==> src/hdl/engine_idle_throttle_controller_macros.svh <==
`ifndef ENGINE_IDLE_THROTTLE_CONTROLLER_MACROS_SVH
`define ENGINE_IDLE_THROTTLE_CONTROLLER_MACROS_SVH

// same-cycle implication, sampled on clk, off while rst_n is low
`define EITC_ASSERT_IMP(label, ante, cons) \
    label: assert property (@(posedge clk) disable iff (!rst_n) (ante) |-> (cons)) \
        else $error("eitc check failed");

// next-cycle implication
`define EITC_ASSERT_NXT(label, ante, cons) \
    label: assert property (@(posedge clk) disable iff (!rst_n) (ante) |=> (cons)) \
        else $error("eitc check failed");

`endif

==> src/hdl/eitc_pkg.sv <==
package eitc_pkg;

    localparam int SIGNAL_MAX     = 1000;
    localparam int SIGNAL_NEUTRAL = 0;

    localparam int RPM_W    = 16;
    localparam int SIG_W    = 11;
    localparam int STEP_W   = 10;
    localparam int TIME_W   = 32;
    localparam int CFG_IDX_W = 3;
    localparam int CFG_W    = 32;

    // warm-up factor in Q0.16, 1.0 needs the extra bit
    localparam int FIX_W = 17;
    localparam logic [FIX_W-1:0] FIX_ONE = FIX_W'(65536);

    localparam int OPND_W = 18;
    localparam int PROD_W = 2 * OPND_W;

    localparam int DIV_STEPS = 16;
    localparam int DIV_CNT_W = $clog2(DIV_STEPS);

    localparam int FAST_MS = 20;
    localparam int SLOW_MS = 400;

    // held throttle arithmetic is done two bits wider to see the clamps
    localparam int THR_W = SIG_W + 2;
    localparam logic signed [THR_W-1:0] THR_HI = THR_W'(SIGNAL_MAX / 2);
    localparam logic signed [THR_W-1:0] THR_LO = THR_W'(SIGNAL_NEUTRAL);
    localparam logic [SIG_W-1:0] HELD_RESET = SIG_W'(SIGNAL_MAX / 4);

    localparam logic [RPM_W-1:0]  RPM_START_RESET   = RPM_W'(1100);
    localparam logic [RPM_W-1:0]  RPM_RUNNING_RESET = RPM_W'(900);
    localparam logic [SIG_W-1:0]  LOAD_START_RESET  = SIG_W'(5);
    localparam logic [TIME_W-1:0] WARMUP_RESET      = TIME_W'(10);
    localparam logic [STEP_W-1:0] STEP_RESET        = STEP_W'(5);

    typedef enum logic [CFG_IDX_W-1:0] {
        CFG_RPM_START   = 3'd0,
        CFG_RPM_RUNNING = 3'd1,
        CFG_LOAD_START  = 3'd2,
        CFG_WARMUP_TIME = 3'd3,
        CFG_THR_STEP    = 3'd4
    } cfg_index_t;

    typedef enum logic [2:0] {
        MUL_TARGET,
        MUL_LOAD,
        MUL_NUM,
        MUL_FAST,
        MUL_SLOW
    } mul_op_t;

    typedef struct packed {
        logic signed [FIX_W-1:0] ramp_diff;
        logic [FIX_W-1:0]        fct;
        logic signed [SIG_W-1:0] load_start;
        logic signed [FIX_W-1:0] gap;
        logic [RPM_W-1:0]        delta;
        logic [RPM_W-1:0]        den_abs;
    } mul_src_t;

endpackage

==> src/hdl/eitc_div.sv <==
module eitc_div
    import eitc_pkg::*;
(
    input  logic                      clk,
    input  logic                      rst_n,
    input  logic                      start,
    input  logic [TIME_W-1:0]         dividend,
    input  logic [TIME_W-1:0]         divisor,
    output logic                      done_reg,
    output logic [DIV_STEPS-1:0]      quo_reg
);

    logic                 busy_reg;
    logic [DIV_CNT_W-1:0] cnt_reg;
    logic [TIME_W-1:0]    rem_reg;
    logic [TIME_W:0]      shifted;
    logic                 fits;

    // dividend is elapsed << 16, low bits shift in as zero
    assign shifted = {rem_reg, 1'b0};
    assign fits    = shifted >= {1'b0, divisor};

    always_ff @(posedge clk or negedge rst_n)
    begin
        if (!rst_n)
        begin
            busy_reg <= 1'b0;
            done_reg <= 1'b0;
            cnt_reg  <= '0;
        end
        else
        begin
            done_reg <= 1'b0;
            if (start)
            begin
                busy_reg <= 1'b1;
                cnt_reg  <= '0;
            end
            else if (busy_reg)
            begin
                cnt_reg <= cnt_reg + 1'b1;
                if (cnt_reg == DIV_CNT_W'(DIV_STEPS - 1))
                begin
                    busy_reg <= 1'b0;
                    done_reg <= 1'b1;
                end
            end
        end
    end

    always_ff @(posedge clk)
    begin
        if (start)
        begin
            rem_reg <= dividend;
            quo_reg <= '0;
        end
        else if (busy_reg)
        begin
            rem_reg <= fits ? TIME_W'(shifted - {1'b0, divisor}) : shifted[TIME_W-1:0];
            quo_reg <= {quo_reg[DIV_STEPS-2:0], fits};
        end
    end

endmodule

==> src/hdl/eitc_mul.sv <==
module eitc_mul
    import eitc_pkg::*;
(
    input  logic                     clk,
    input  mul_op_t                  op,
    input  mul_src_t                 src,
    output logic signed [PROD_W-1:0] prod_reg
);

    logic signed [OPND_W-1:0] opa;
    logic signed [OPND_W-1:0] opb;

    always_comb
    begin
        case (op)
            MUL_TARGET:
            begin
                opa = {src.ramp_diff[FIX_W-1], src.ramp_diff};
                opb = {1'b0, src.fct};
            end
            MUL_LOAD:
            begin
                opa = {{(OPND_W-SIG_W){src.load_start[SIG_W-1]}}, src.load_start};
                opb = {1'b0, FIX_W'(FIX_ONE - src.fct)};
            end
            MUL_NUM:
            begin
                opa = {src.gap[FIX_W-1], src.gap};
                opb = {2'b00, src.delta};
            end
            MUL_FAST:
            begin
                opa = {2'b00, src.den_abs};
                opb = OPND_W'(FAST_MS);
            end
            MUL_SLOW:
            begin
                opa = {2'b00, src.den_abs};
                opb = OPND_W'(SLOW_MS);
            end
            default:
            begin
                opa = '0;
                opb = '0;
            end
        endcase
    end

    always_ff @(posedge clk)
    begin
        prod_reg <= opa * opb;
    end

endmodule

==> src/hdl/engine_idle_throttle_controller.sv <==
// Idle throttle controller. A control tick (func 0) skips the divider once elapsed time has
// reached warmup_time (or warmup_time is 0); while warm-up is still running, a 16-step
// restoring divider forms the warm-up factor first. The rest is five passes through one shared
// 18x18 multiplier for the rpm target, the load, the time-to-target numerator and the 20 ms and
// 400 ms bounds, then a decision step and the output step.
// in_ready rises together with out_valid, so a new tick is taken only once the last one is through.
// A restart item (func 1) is taken without leaving the idle state and gives no result.
// A finished result sits in the output register while the next item is accepted; an item
// only waits at its last step if that register is still full.
module engine_idle_throttle_controller
    import eitc_pkg::*;
(
    input  logic                    clk,
    input  logic                    rst_n,
    input  logic                    cfg_we,
    input  logic [CFG_IDX_W-1:0]    cfg_index,
    input  logic [CFG_W-1:0]        cfg_data,
    input  logic                    in_valid,
    output logic                    in_ready,
    input  logic                    func,
    input  logic [RPM_W-1:0]        delta_ms,
    input  logic [RPM_W-1:0]        engine_rpm,
    input  logic signed [SIG_W-1:0] driver_throttle,
    output logic                    out_valid,
    input  logic                    out_ready,
    output logic signed [SIG_W-1:0] idle_throttle,
    output logic signed [SIG_W-1:0] engine_load
);

`include "engine_idle_throttle_controller_macros.svh"

    typedef enum logic [3:0] {
        ST_IDLE,
        ST_FCT,
        ST_DIV,
        ST_TGT,
        ST_LOAD,
        ST_NUM,
        ST_FAST,
        ST_SLOW,
        ST_DEC,
        ST_OUT
    } state_t;

    state_t state_reg;

    logic [RPM_W-1:0]        rpm_start_reg;
    logic [RPM_W-1:0]        rpm_running_reg;
    logic signed [SIG_W-1:0] load_start_reg;
    logic [TIME_W-1:0]       warmup_reg;
    logic [STEP_W-1:0]       step_reg;

    logic [TIME_W-1:0]       elapsed_reg;
    logic [RPM_W-1:0]        prev_rpm_reg;
    logic signed [SIG_W-1:0] held_reg;

    logic [RPM_W-1:0]        delta_reg;
    logic [RPM_W-1:0]        rpm_reg;
    logic signed [SIG_W-1:0] driver_reg;
    logic [FIX_W-1:0]        fct_reg;
    logic [RPM_W-1:0]        target_reg;
    logic signed [SIG_W-1:0] load_reg;
    logic signed [PROD_W-1:0] num_reg;
    logic                    fast_reg;
    logic signed [SIG_W-1:0] res_idle_reg;

    logic                    out_valid_reg;
    logic signed [SIG_W-1:0] idle_out_reg;
    logic signed [SIG_W-1:0] load_out_reg;

    logic [TIME_W:0]          elapsed_sum;
    logic [TIME_W-1:0]        elapsed_next;
    logic                     warm_now;
    logic                     div_start;
    logic                     div_done;
    logic [DIV_STEPS-1:0]     div_quo;
    mul_op_t                  mul_op;
    mul_src_t                 mul_src;
    logic signed [PROD_W-1:0] prod_reg;
    logic signed [PROD_W-1:0] prod_neg;
    logic [SIG_W:0]           load_mag;
    logic signed [SIG_W-1:0]  load_next;
    logic signed [FIX_W-1:0]  gap;
    logic signed [FIX_W-1:0]  den;
    logic                     den_neg;
    logic [RPM_W-1:0]         den_abs;
    logic                     slow;
    logic                     keep;
    logic                     more;
    logic signed [THR_W-1:0]  up_sum;
    logic signed [THR_W-1:0]  down_sum;
    logic signed [SIG_W-1:0]  held_next;
    logic                     out_free;

    assign elapsed_sum  = {1'b0, elapsed_reg} + {{(TIME_W-RPM_W+1){1'b0}}, delta_ms};
    assign elapsed_next = elapsed_sum[TIME_W] ? '1 : elapsed_sum[TIME_W-1:0];

    assign warm_now  = (warmup_reg == '0) || (elapsed_reg >= warmup_reg);
    assign div_start = (state_reg == ST_FCT) && !warm_now;

    eitc_div u_div (
        .clk      (clk),
        .rst_n    (rst_n),
        .start    (div_start),
        .dividend (elapsed_reg),
        .divisor  (warmup_reg),
        .done_reg (div_done),
        .quo_reg  (div_quo)
    );

    assign gap     = {1'b0, target_reg} - {1'b0, rpm_reg};
    assign den     = {1'b0, rpm_reg} - {1'b0, prev_rpm_reg};
    assign den_neg = den[FIX_W-1];
    assign den_abs = den_neg ? RPM_W'(-den) : den[RPM_W-1:0];

    always_comb
    begin
        mul_src.ramp_diff  = {1'b0, rpm_running_reg} - {1'b0, rpm_start_reg};
        mul_src.fct        = fct_reg;
        mul_src.load_start = load_start_reg;
        mul_src.gap        = gap;
        mul_src.delta      = delta_reg;
        mul_src.den_abs    = den_abs;
        case (state_reg)
            ST_TGT:  mul_op = MUL_TARGET;
            ST_LOAD: mul_op = MUL_LOAD;
            ST_NUM:  mul_op = MUL_NUM;
            ST_FAST: mul_op = MUL_FAST;
            ST_SLOW: mul_op = MUL_SLOW;
            default: mul_op = MUL_TARGET;
        endcase
    end

    eitc_mul u_mul (
        .clk      (clk),
        .op       (mul_op),
        .src      (mul_src),
        .prod_reg (prod_reg)
    );

    // load rounds toward zero
    assign prod_neg  = -prod_reg;
    assign load_mag  = prod_neg[SIG_W+16:16];
    assign load_next = prod_reg[PROD_W-1] ? SIG_W'(~load_mag + 1'b1) : prod_reg[SIG_W+15:16];

    assign slow = num_reg > prod_reg;

    always_comb
    begin
        keep = 1'b0;
        more = 1'b0;
        if (den == '0)
            more = gap > 0;
        else if (num_reg[PROD_W-1])
            more = gap > 0;
        else if (fast_reg)
            more = gap < 0;
        else if (slow)
            more = gap > 0;
        else
            keep = 1'b1;
    end

    assign up_sum   = THR_W'(held_reg) + $signed({3'b000, step_reg});
    assign down_sum = THR_W'(held_reg) - $signed({3'b000, step_reg});

    always_comb
    begin
        if (keep)
            held_next = held_reg;
        else if (more)
            held_next = (up_sum > THR_HI) ? SIG_W'(THR_HI) : SIG_W'(up_sum);
        else
            held_next = (down_sum < THR_LO) ? SIG_W'(THR_LO) : SIG_W'(down_sum);
    end

    assign out_free = !out_valid_reg || out_ready;

    always_ff @(posedge clk or negedge rst_n)
    begin
        if (!rst_n)
        begin
            rpm_start_reg   <= RPM_START_RESET;
            rpm_running_reg <= RPM_RUNNING_RESET;
            load_start_reg  <= LOAD_START_RESET;
            warmup_reg      <= WARMUP_RESET;
            step_reg        <= STEP_RESET;
        end
        else if (cfg_we)
        begin
            case (cfg_index)
                CFG_RPM_START:   rpm_start_reg   <= cfg_data[RPM_W-1:0];
                CFG_RPM_RUNNING: rpm_running_reg <= cfg_data[RPM_W-1:0];
                CFG_LOAD_START:  load_start_reg  <= cfg_data[SIG_W-1:0];
                CFG_WARMUP_TIME: warmup_reg      <= cfg_data[TIME_W-1:0];
                CFG_THR_STEP:    step_reg        <= cfg_data[STEP_W-1:0];
                default:         ;
            endcase
        end
    end

    always_ff @(posedge clk or negedge rst_n)
    begin
        if (!rst_n)
        begin
            state_reg     <= ST_IDLE;
            elapsed_reg   <= '0;
            prev_rpm_reg  <= RPM_START_RESET;
            held_reg      <= HELD_RESET;
            out_valid_reg <= 1'b0;
        end
        else
        begin
            // the output state loads the register itself when it is freed
            if (out_valid_reg && out_ready && state_reg != ST_OUT)
                out_valid_reg <= 1'b0;
            case (state_reg)
                ST_IDLE:
                begin
                    if (in_valid)
                    begin
                        if (func)
                        begin
                            elapsed_reg  <= '0;
                            prev_rpm_reg <= rpm_start_reg;
                            held_reg     <= HELD_RESET;
                        end
                        else
                        begin
                            elapsed_reg <= elapsed_next;
                            state_reg   <= ST_FCT;
                        end
                    end
                end
                ST_FCT:
                begin
                    if (warm_now)
                    begin
                        fct_reg   <= FIX_ONE;
                        state_reg <= ST_TGT;
                    end
                    else
                        state_reg <= ST_DIV;
                end
                ST_DIV:
                begin
                    if (div_done)
                    begin
                        fct_reg   <= {1'b0, div_quo};
                        state_reg <= ST_TGT;
                    end
                end
                ST_TGT:
                    state_reg <= ST_LOAD;
                ST_LOAD:
                begin
                    // start plus floor of the ramp part
                    target_reg <= RPM_W'({1'b0, rpm_start_reg} + prod_reg[32:16]);
                    state_reg  <= ST_NUM;
                end
                ST_NUM:
                begin
                    load_reg  <= load_next;
                    state_reg <= ST_FAST;
                end
                ST_FAST:
                begin
                    num_reg   <= den_neg ? prod_neg : prod_reg;
                    state_reg <= ST_SLOW;
                end
                ST_SLOW:
                begin
                    fast_reg  <= num_reg < prod_reg;
                    state_reg <= ST_DEC;
                end
                ST_DEC:
                begin
                    if (target_reg == '0)
                        res_idle_reg <= '0;
                    else if (delta_reg == '0)
                        res_idle_reg <= held_reg;
                    else
                    begin
                        held_reg     <= held_next;
                        prev_rpm_reg <= rpm_reg;
                        res_idle_reg <= (held_next > driver_reg) ? held_next : driver_reg;
                    end
                    state_reg <= ST_OUT;
                end
                ST_OUT:
                begin
                    if (out_free)
                    begin
                        out_valid_reg <= 1'b1;
                        idle_out_reg  <= res_idle_reg;
                        load_out_reg  <= load_reg;
                        state_reg     <= ST_IDLE;
                    end
                end
                default:
                    state_reg <= ST_IDLE;
            endcase
        end
    end

    always_ff @(posedge clk)
    begin
        if (state_reg == ST_IDLE && in_valid && !func)
        begin
            delta_reg  <= delta_ms;
            rpm_reg    <= engine_rpm;
            driver_reg <= driver_throttle;
        end
    end

    assign in_ready      = (state_reg == ST_IDLE);
    assign out_valid     = out_valid_reg;
    assign idle_throttle = idle_out_reg;
    assign engine_load   = load_out_reg;

    `EITC_ASSERT_IMP(a_held_range, 1'b1, held_reg >= THR_LO && held_reg <= THR_HI)
    `EITC_ASSERT_NXT(a_busy_after_tick, in_valid && in_ready && !func, !in_ready)
    `EITC_ASSERT_IMP(a_div_done_in_wait, div_done, state_reg == ST_DIV)
    `EITC_ASSERT_IMP(a_factor_bounded, state_reg == ST_TGT, fct_reg <= FIX_ONE)

endmodule

==> config.mk <==
export PLATFORM = sky130hd
export DESIGN_NAME = engine_idle_throttle_controller
export DESIGN_NICKNAME = d
export VERILOG_FILES = /design/src/hdl/eitc_pkg.sv /design/src/hdl/eitc_div.sv /design/src/hdl/eitc_mul.sv /design/src/hdl/engine_idle_throttle_controller.sv
export VERILOG_INCLUDE_DIRS = /design/src /design/src/hdl
export SDC_FILE = /design/constraint.sdc
export NUM_CORES = 2
export LEC_CHECK = 0
export ABC_AREA = 1
export BUFFER_PORTS_ARGS = -buffer_cell sky130_fd_sc_hd__buf_2
export CORE_MARGIN = 10
export CORE_UTILIZATION = 32
export CTS_CLUSTER_DIAMETER = 30
export DETAILED_ROUTE_END_ITERATION = 8
export PLACE_DENSITY_LB_ADDON = 0.3
export SETUP_SLACK_MARGIN = 0.05
export SYNTH_ARGS = -nofsm -noshare
export SYNTH_HDL_FRONTEND = slang
export SYNTH_HIERARCHICAL = 1
export SYNTH_SLANG_ARGS = --single-unit
==> constraint.sdc <==
create_clock -name clk -period 6.87 [get_ports clk]
set_input_delay 1.0305 -clock clk [delete_from_list [all_inputs] [get_ports clk]]
set_output_delay 1.0305 -clock clk [all_outputs]
set_load 0.1 [all_outputs]
# Yosys cells after proc, flatten, opt, wreduce, memory -nomap -nowiden
# Index checks and enable logic that the tools add are counted.
# Widths: inputs -> output; s select.
dict set report classes {
  n_bitwise 1
  magnitude_cmp 9
  n_div 0
  addsub 13
  n_mul 1
  shifts 0
  n_eq_ne 27
  n_reduce_logical 36
  mux 55
}
# op count
set op_table {}
lappend op_table {{$mux 32} 5}
lappend op_table {{$mux 11} 11}
lappend op_table {{$pmux 17 s5} 1}
lappend op_table {{$mux 16} 5}
lappend op_table {{$pmux 18 s4} 1}
lappend op_table {{$sub 16x16->17} 3}
lappend op_table {{$pmux 4 s10} 1}
lappend op_table {{$gt 36x36->1} 1}
lappend op_table {{$lt 36x36->1} 1}
lappend op_table {{$mul 18x18->36} 1}
lappend op_table {{$mux 36} 1}
lappend op_table {{$neg 36->36} 1}
lappend op_table {{$mux 17} 2}
lappend op_table {{$pmux 17 s2} 1}
lappend op_table {{$add 32x16->33} 1}
lappend op_table {{$ge 33x32->1} 1}
lappend op_table {{$ge 32x32->1} 1}
lappend op_table {{$logic_not 16->1} 2}
lappend op_table {{$logic_not 32->1} 1}
lappend op_table {{$pmux 16 s2} 1}
lappend op_table {{$sub 32x32->32} 1}
lappend op_table {{$mux 4} 6}
lappend op_table {{$pmux 11 s2} 1}
lappend op_table {{$reduce_and 2->1} 11}
lappend op_table {{other kinds (36)} 81}
dict set report word_totals {
  n_memories 0
  word_cells 169
  in_bits 84
  mem_bits_ro 0
  ff_bits 396
  out_inout_bits 24
  latchBits 0
  ramBits 0
}

# Logic depth before layout (Yosys ltp)
dict set report logic_depth {
  depth_word 11
  depth_mapped 44
  ltp_nobuf 44
}

# Hierarchy
# Netlist, hierarchy kept.
# mod n_inst cells_per_inst area_each_um2 seq_area_each_um2
set by_module_without_submodules {}
lappend by_module_without_submodules {engine_idle_throttle_controller 1 2591 20853.8 8473.1}
lappend by_module_without_submodules {eitc_mul 1 1885 14142.3 720.7}
lappend by_module_without_submodules {eitc_div 1 867 5341.4 1431.4}

# Worst setup path after synthesis
# OpenSTA, ideal clock, no wires.
dict set report synth_timing {
  kind {reg-to-reg}
  startpoint {register rpm_start_reg[2]}
  endpoint {register u_mul.prod_reg[33]}
  period_less_slack_ns 7.263
  arrival_ns 7.150
  path_stages_with_launch 39
  setup_ns 0.112
  path_buffers 0
  slack_ns -0.393
  required_time_ns 6.758
  path_cell_list {dfstp_2 > inv_1 > ha_1 > nand2_1 > nor2_1 > a211oi_1 > o21ai_0 > a21oi_1 > o21ai_0 > a21oi_1 > o21ai_0 > nand2_1 > nand2_1 > nand2_1 > nand2_1 > xor2_1 > nand2_1 > nand3_1 > [... 3 more ...] > fa_1 > inv_1 > fa_1 > fa_1 > fa_1 > fa_1 > inv_1 > fa_1 > inv_1 > ha_1 > nand2_1 > nor2_1 > inv_1 > nor2_1 > and2_1 > nand2_1 > nand3_1 > nand2_1}
}
# item line
set synth_rtl {}
lappend synth_rtl {{start, declared} engine_idle_throttle_controller.sv:47} ;# logic [RPM_W-1:0] rpm_start_reg;
lappend synth_rtl {{start signal, assigned} engine_idle_throttle_controller.sv:192} ;# CFG_RPM_START: rpm_start_reg <= cfg_data[RPM_W-1:0];
lappend synth_rtl {{end signal, assigned} eitc_mul.sv:51} ;# prod_reg <= opa * opb;
lappend synth_rtl {{end, declared} eitc_mul.sv:7} ;# output logic signed [PROD_W-1:0] prod_reg

# Worst setup path in the final report
dict set report layout_timing {
  startpoint {register rpm_reg[0]}
  endpoint {register u_mul.prod_reg[19]}
}
dict set report layout_via {
  elab_chain_cells 5
  elab_cells_between_ends 6
  cone_classes {3 x add/sub; 1 x mul; 2 x mux}
}
# item line
set layout_rtl {}
lappend layout_rtl {{start, declared} engine_idle_throttle_controller.sv:58} ;# logic [RPM_W-1:0] rpm_reg;
lappend layout_rtl {{start signal, assigned} engine_idle_throttle_controller.sv:311} ;# rpm_reg <= engine_rpm;
lappend layout_rtl {{$sub 16x16->17 *} engine_idle_throttle_controller.sv:112} ;# assign den = {1'b0, rpm_reg} - {1'b0, prev_rpm_reg};
lappend layout_rtl {{$neg 16->16} engine_idle_throttle_controller.sv:114} ;# assign den_abs = den_neg ? RPM_W'(-den) : den[RPM_W-1:0];
lappend layout_rtl {{$mux 16 *} engine_idle_throttle_controller.sv:114}
lappend layout_rtl {{named net den_abs[15]} engine_idle_throttle_controller.sv:86} ;# logic [RPM_W-1:0] den_abs;
lappend layout_rtl {{$pmux 18 s4 *} eitc_mul.sv:15} ;# case (op)
lappend layout_rtl {{$mul 18x18->36 *} eitc_mul.sv:51}
# The timed path passes the listed nets; every way through them passes the cells marked *.
# A chain may end at the register's enable or synchronous reset.

==> results.md <==
* DRC at 0
* CTS Buf Count at 104
* HPWL Detailed at 105100 um
* Final hold vios at 0
* Hold/Removal Path Class: primary input to asynchronous set/reset pin
* Top FF cell, synth: edfxtp_1
* Cells after Synth at 5343
* Slowest stage delay, CP at 0.56 ns
* Layout net count at 6653
* Area Growth Syn to Fin at 29.67%
* Iteration-0 DRC count of the detailed router at 2366
* Global route overflow at 0
* I/O pins at 108
* Worst Setup End Kind: register
* Initial Util at 0.3217
* Commonest cells after routing, fill and taps aside: nand2_1, inv_1, buf_4
* First-pass GRT wire length at 204900 um
* Most used cell along the critical path: nand2_2
* Vias/cell at 4.757
* Filler cell count at 12.60k
* Post-Syn Area at 40340 um2
* Outcome: finished with violations
* Drt wl/cell at 16.95 um
* # H-tree levels at 3
* Netlist cell types at 76
* Initial antenna violation count at 1
* Die Y at 375.0 um
* Synth Warn # at 6
* Slew @ Worst Pin at 1.161 ns
* CP bufs+invs at 11
* Core Footprint at 125400 um2
* Async S/R FF share, synth at 0.3914
* Crit-path leading delay family: adder cells
* Die X at 375.0 um
* Antenna Nets Post-Route at 0
* Final Setup Violations at 22
* Final Skew at 0.03020 ns
* Antenna cells at 0
* EDFF count, synth at 189
* Commonest non-fill, non-tap cell in the layout: nand2_1
* Sequential-to-total area share from yosys stat at 0.2634
* Failing checks: negative setup slack
* Slew Limit Fails at 0
* Avg Inst Size Synth at 7.550 um2
* Row count at 130
* Worst Path Required at 7.48 ns
* CP max FO at 8
* Fin crit share at 1.083
* Clock sinks at 396
* DP Worst Slack at -0.8957 ns
* Max Fclk at 134.4 MHz
* Clk_lat worst skew at 0.72 ns
* Clk slew on worst S/H paths at 0.04 ns
* Clock Path Buffers at 3
* RSZ-0062 raised after global routing: yes
* Die ar. at 140700 um2
* CTS tree: built
* CTS root buf: clkbuf_16
* Worst reg2reg startpoint: rpm_reg[0]
* Router iterations before antenna repair at 6
* Minimum clock period after layout at 7.441 ns
* Detailed-route wire length at 130500 um
* Largest net degree at the start of global routing at 102
* GPL Wtd Cong at 0.9291
* Critical path origin: rpm_reg[0]
* Yosys reg bits at 396
* Vias in the first global route at 37.17k
* Max Cap Violations at 0
* Worst setup margin at -0.5707 ns
* Via Count at 36.62k
* # port buffers at 107
* Crit Path Class: register to register
* CP max-delay cell: fa_1
* All-Layer GR Usage at 0.1824
* Net count after synthesis at 6039
* Critical path arrival at 8.05 ns
* Slew Limit Headroom at 0.2148
* Crit start category: register
* Layout cell share with drive strength beyond 1 at 0.2414
final timing paths:
path | end | slack (ns) | cells after the start
setup / recovery | u_mul/prod_reg[19] | -0.57 | 39
hold / removal | warmup_reg[26] | 0.32 | 1
setup reg to reg | u_mul/prod_reg[19] | -0.57 | 39
hold reg to reg | idle_throttle[7] | 0.41 | 0
max in group asynchronous | rpm_running_reg[6] | 5.49 | 2
min in group clk | idle_throttle[7] | 0.41 | 0
metrics by stage:
stage | hold WS [ns] | TNS [ns] | cells | instance area [um2] | util
after floorplan | 0.4003 | 0 | 5343 | 40890 | -
after global placement | 0.4019 | -17.36 | 7424 | 46270 | 0.3689
after detailed placement | 0.4045 | -18.33 | 7424 | 46270 | 0.3689
after CTS | 0.3187 | -8.453 | 7660 | 51170 | 0.4080
after global routing | 0.3477 | -15.99 | 7699 | 52310 | 0.4171
final | 0.3238 | -9.458 | 7699 | 52310 | 0.4171
what timing repair did:
action,CTS,global route
hold buffers,0,0
pin swaps,193,190
resized for setup,270,233
buffers inserted,41,41
gates cloned,0,0
endpoints found under the setup margin,27,27
Yosys cell counts (52+ instances only):
library cell     n  area (um2)
dfrtp_1        131        3278
o21ai_0        193       965.9
dfxtp_1         52        1041
fa_1           308        6166
nor2_1         392        1471
inv_1         1128        4234
xor2_1         103       902.1
nand3_1        224        1121
a21oi_1        249        1246
nand4_1         66       412.9
ha_1           304        3804
edfxtp_1       189        5675
nand2_1       1391        5221
routing by layer:
| metal | vias up | global-route usage | share of wire |
|---|---|---|---|
| li1 | 17924 | - | - |
| met1 | 17603 | 0.2364 | 0.45 |
| met2 | 883 | 0.3119 | 0.48 |
| met3 | 214 | 0.02443 | 0.047 |
| met4 | 0 | 0.05812 | 0.030 |
| met5 | - | 0 | 0 |
area by class of cell:
type,instances,area [um2],area share
sequential,396,10630,0.2031
tap,1650,2064,0.03947
multi-input combinational,3675,26880,0.5140
clock inverter,78,874.6,0.01672
timing repair buffer,614,4628,0.08848
inverter,1166,4453,0.08514
clock buffer,120,2775,0.05306
kinds of logic after synthesis:
kind of cell,count (synthesis),synth area share
AO/OA/AOI/OAI,582,0.08130
adder cells (fa/ha/maj),612,0.2472
AND/OR/NAND/NOR,2335,0.2523
buffers and inverters,1272,0.1236
XOR/XNOR,146,0.03226
flip-flops,396,0.2634
Power is left out: the tool's default activity adds up to more than one toggle a clock period on the data nets, which glitch-free logic cannot reach.
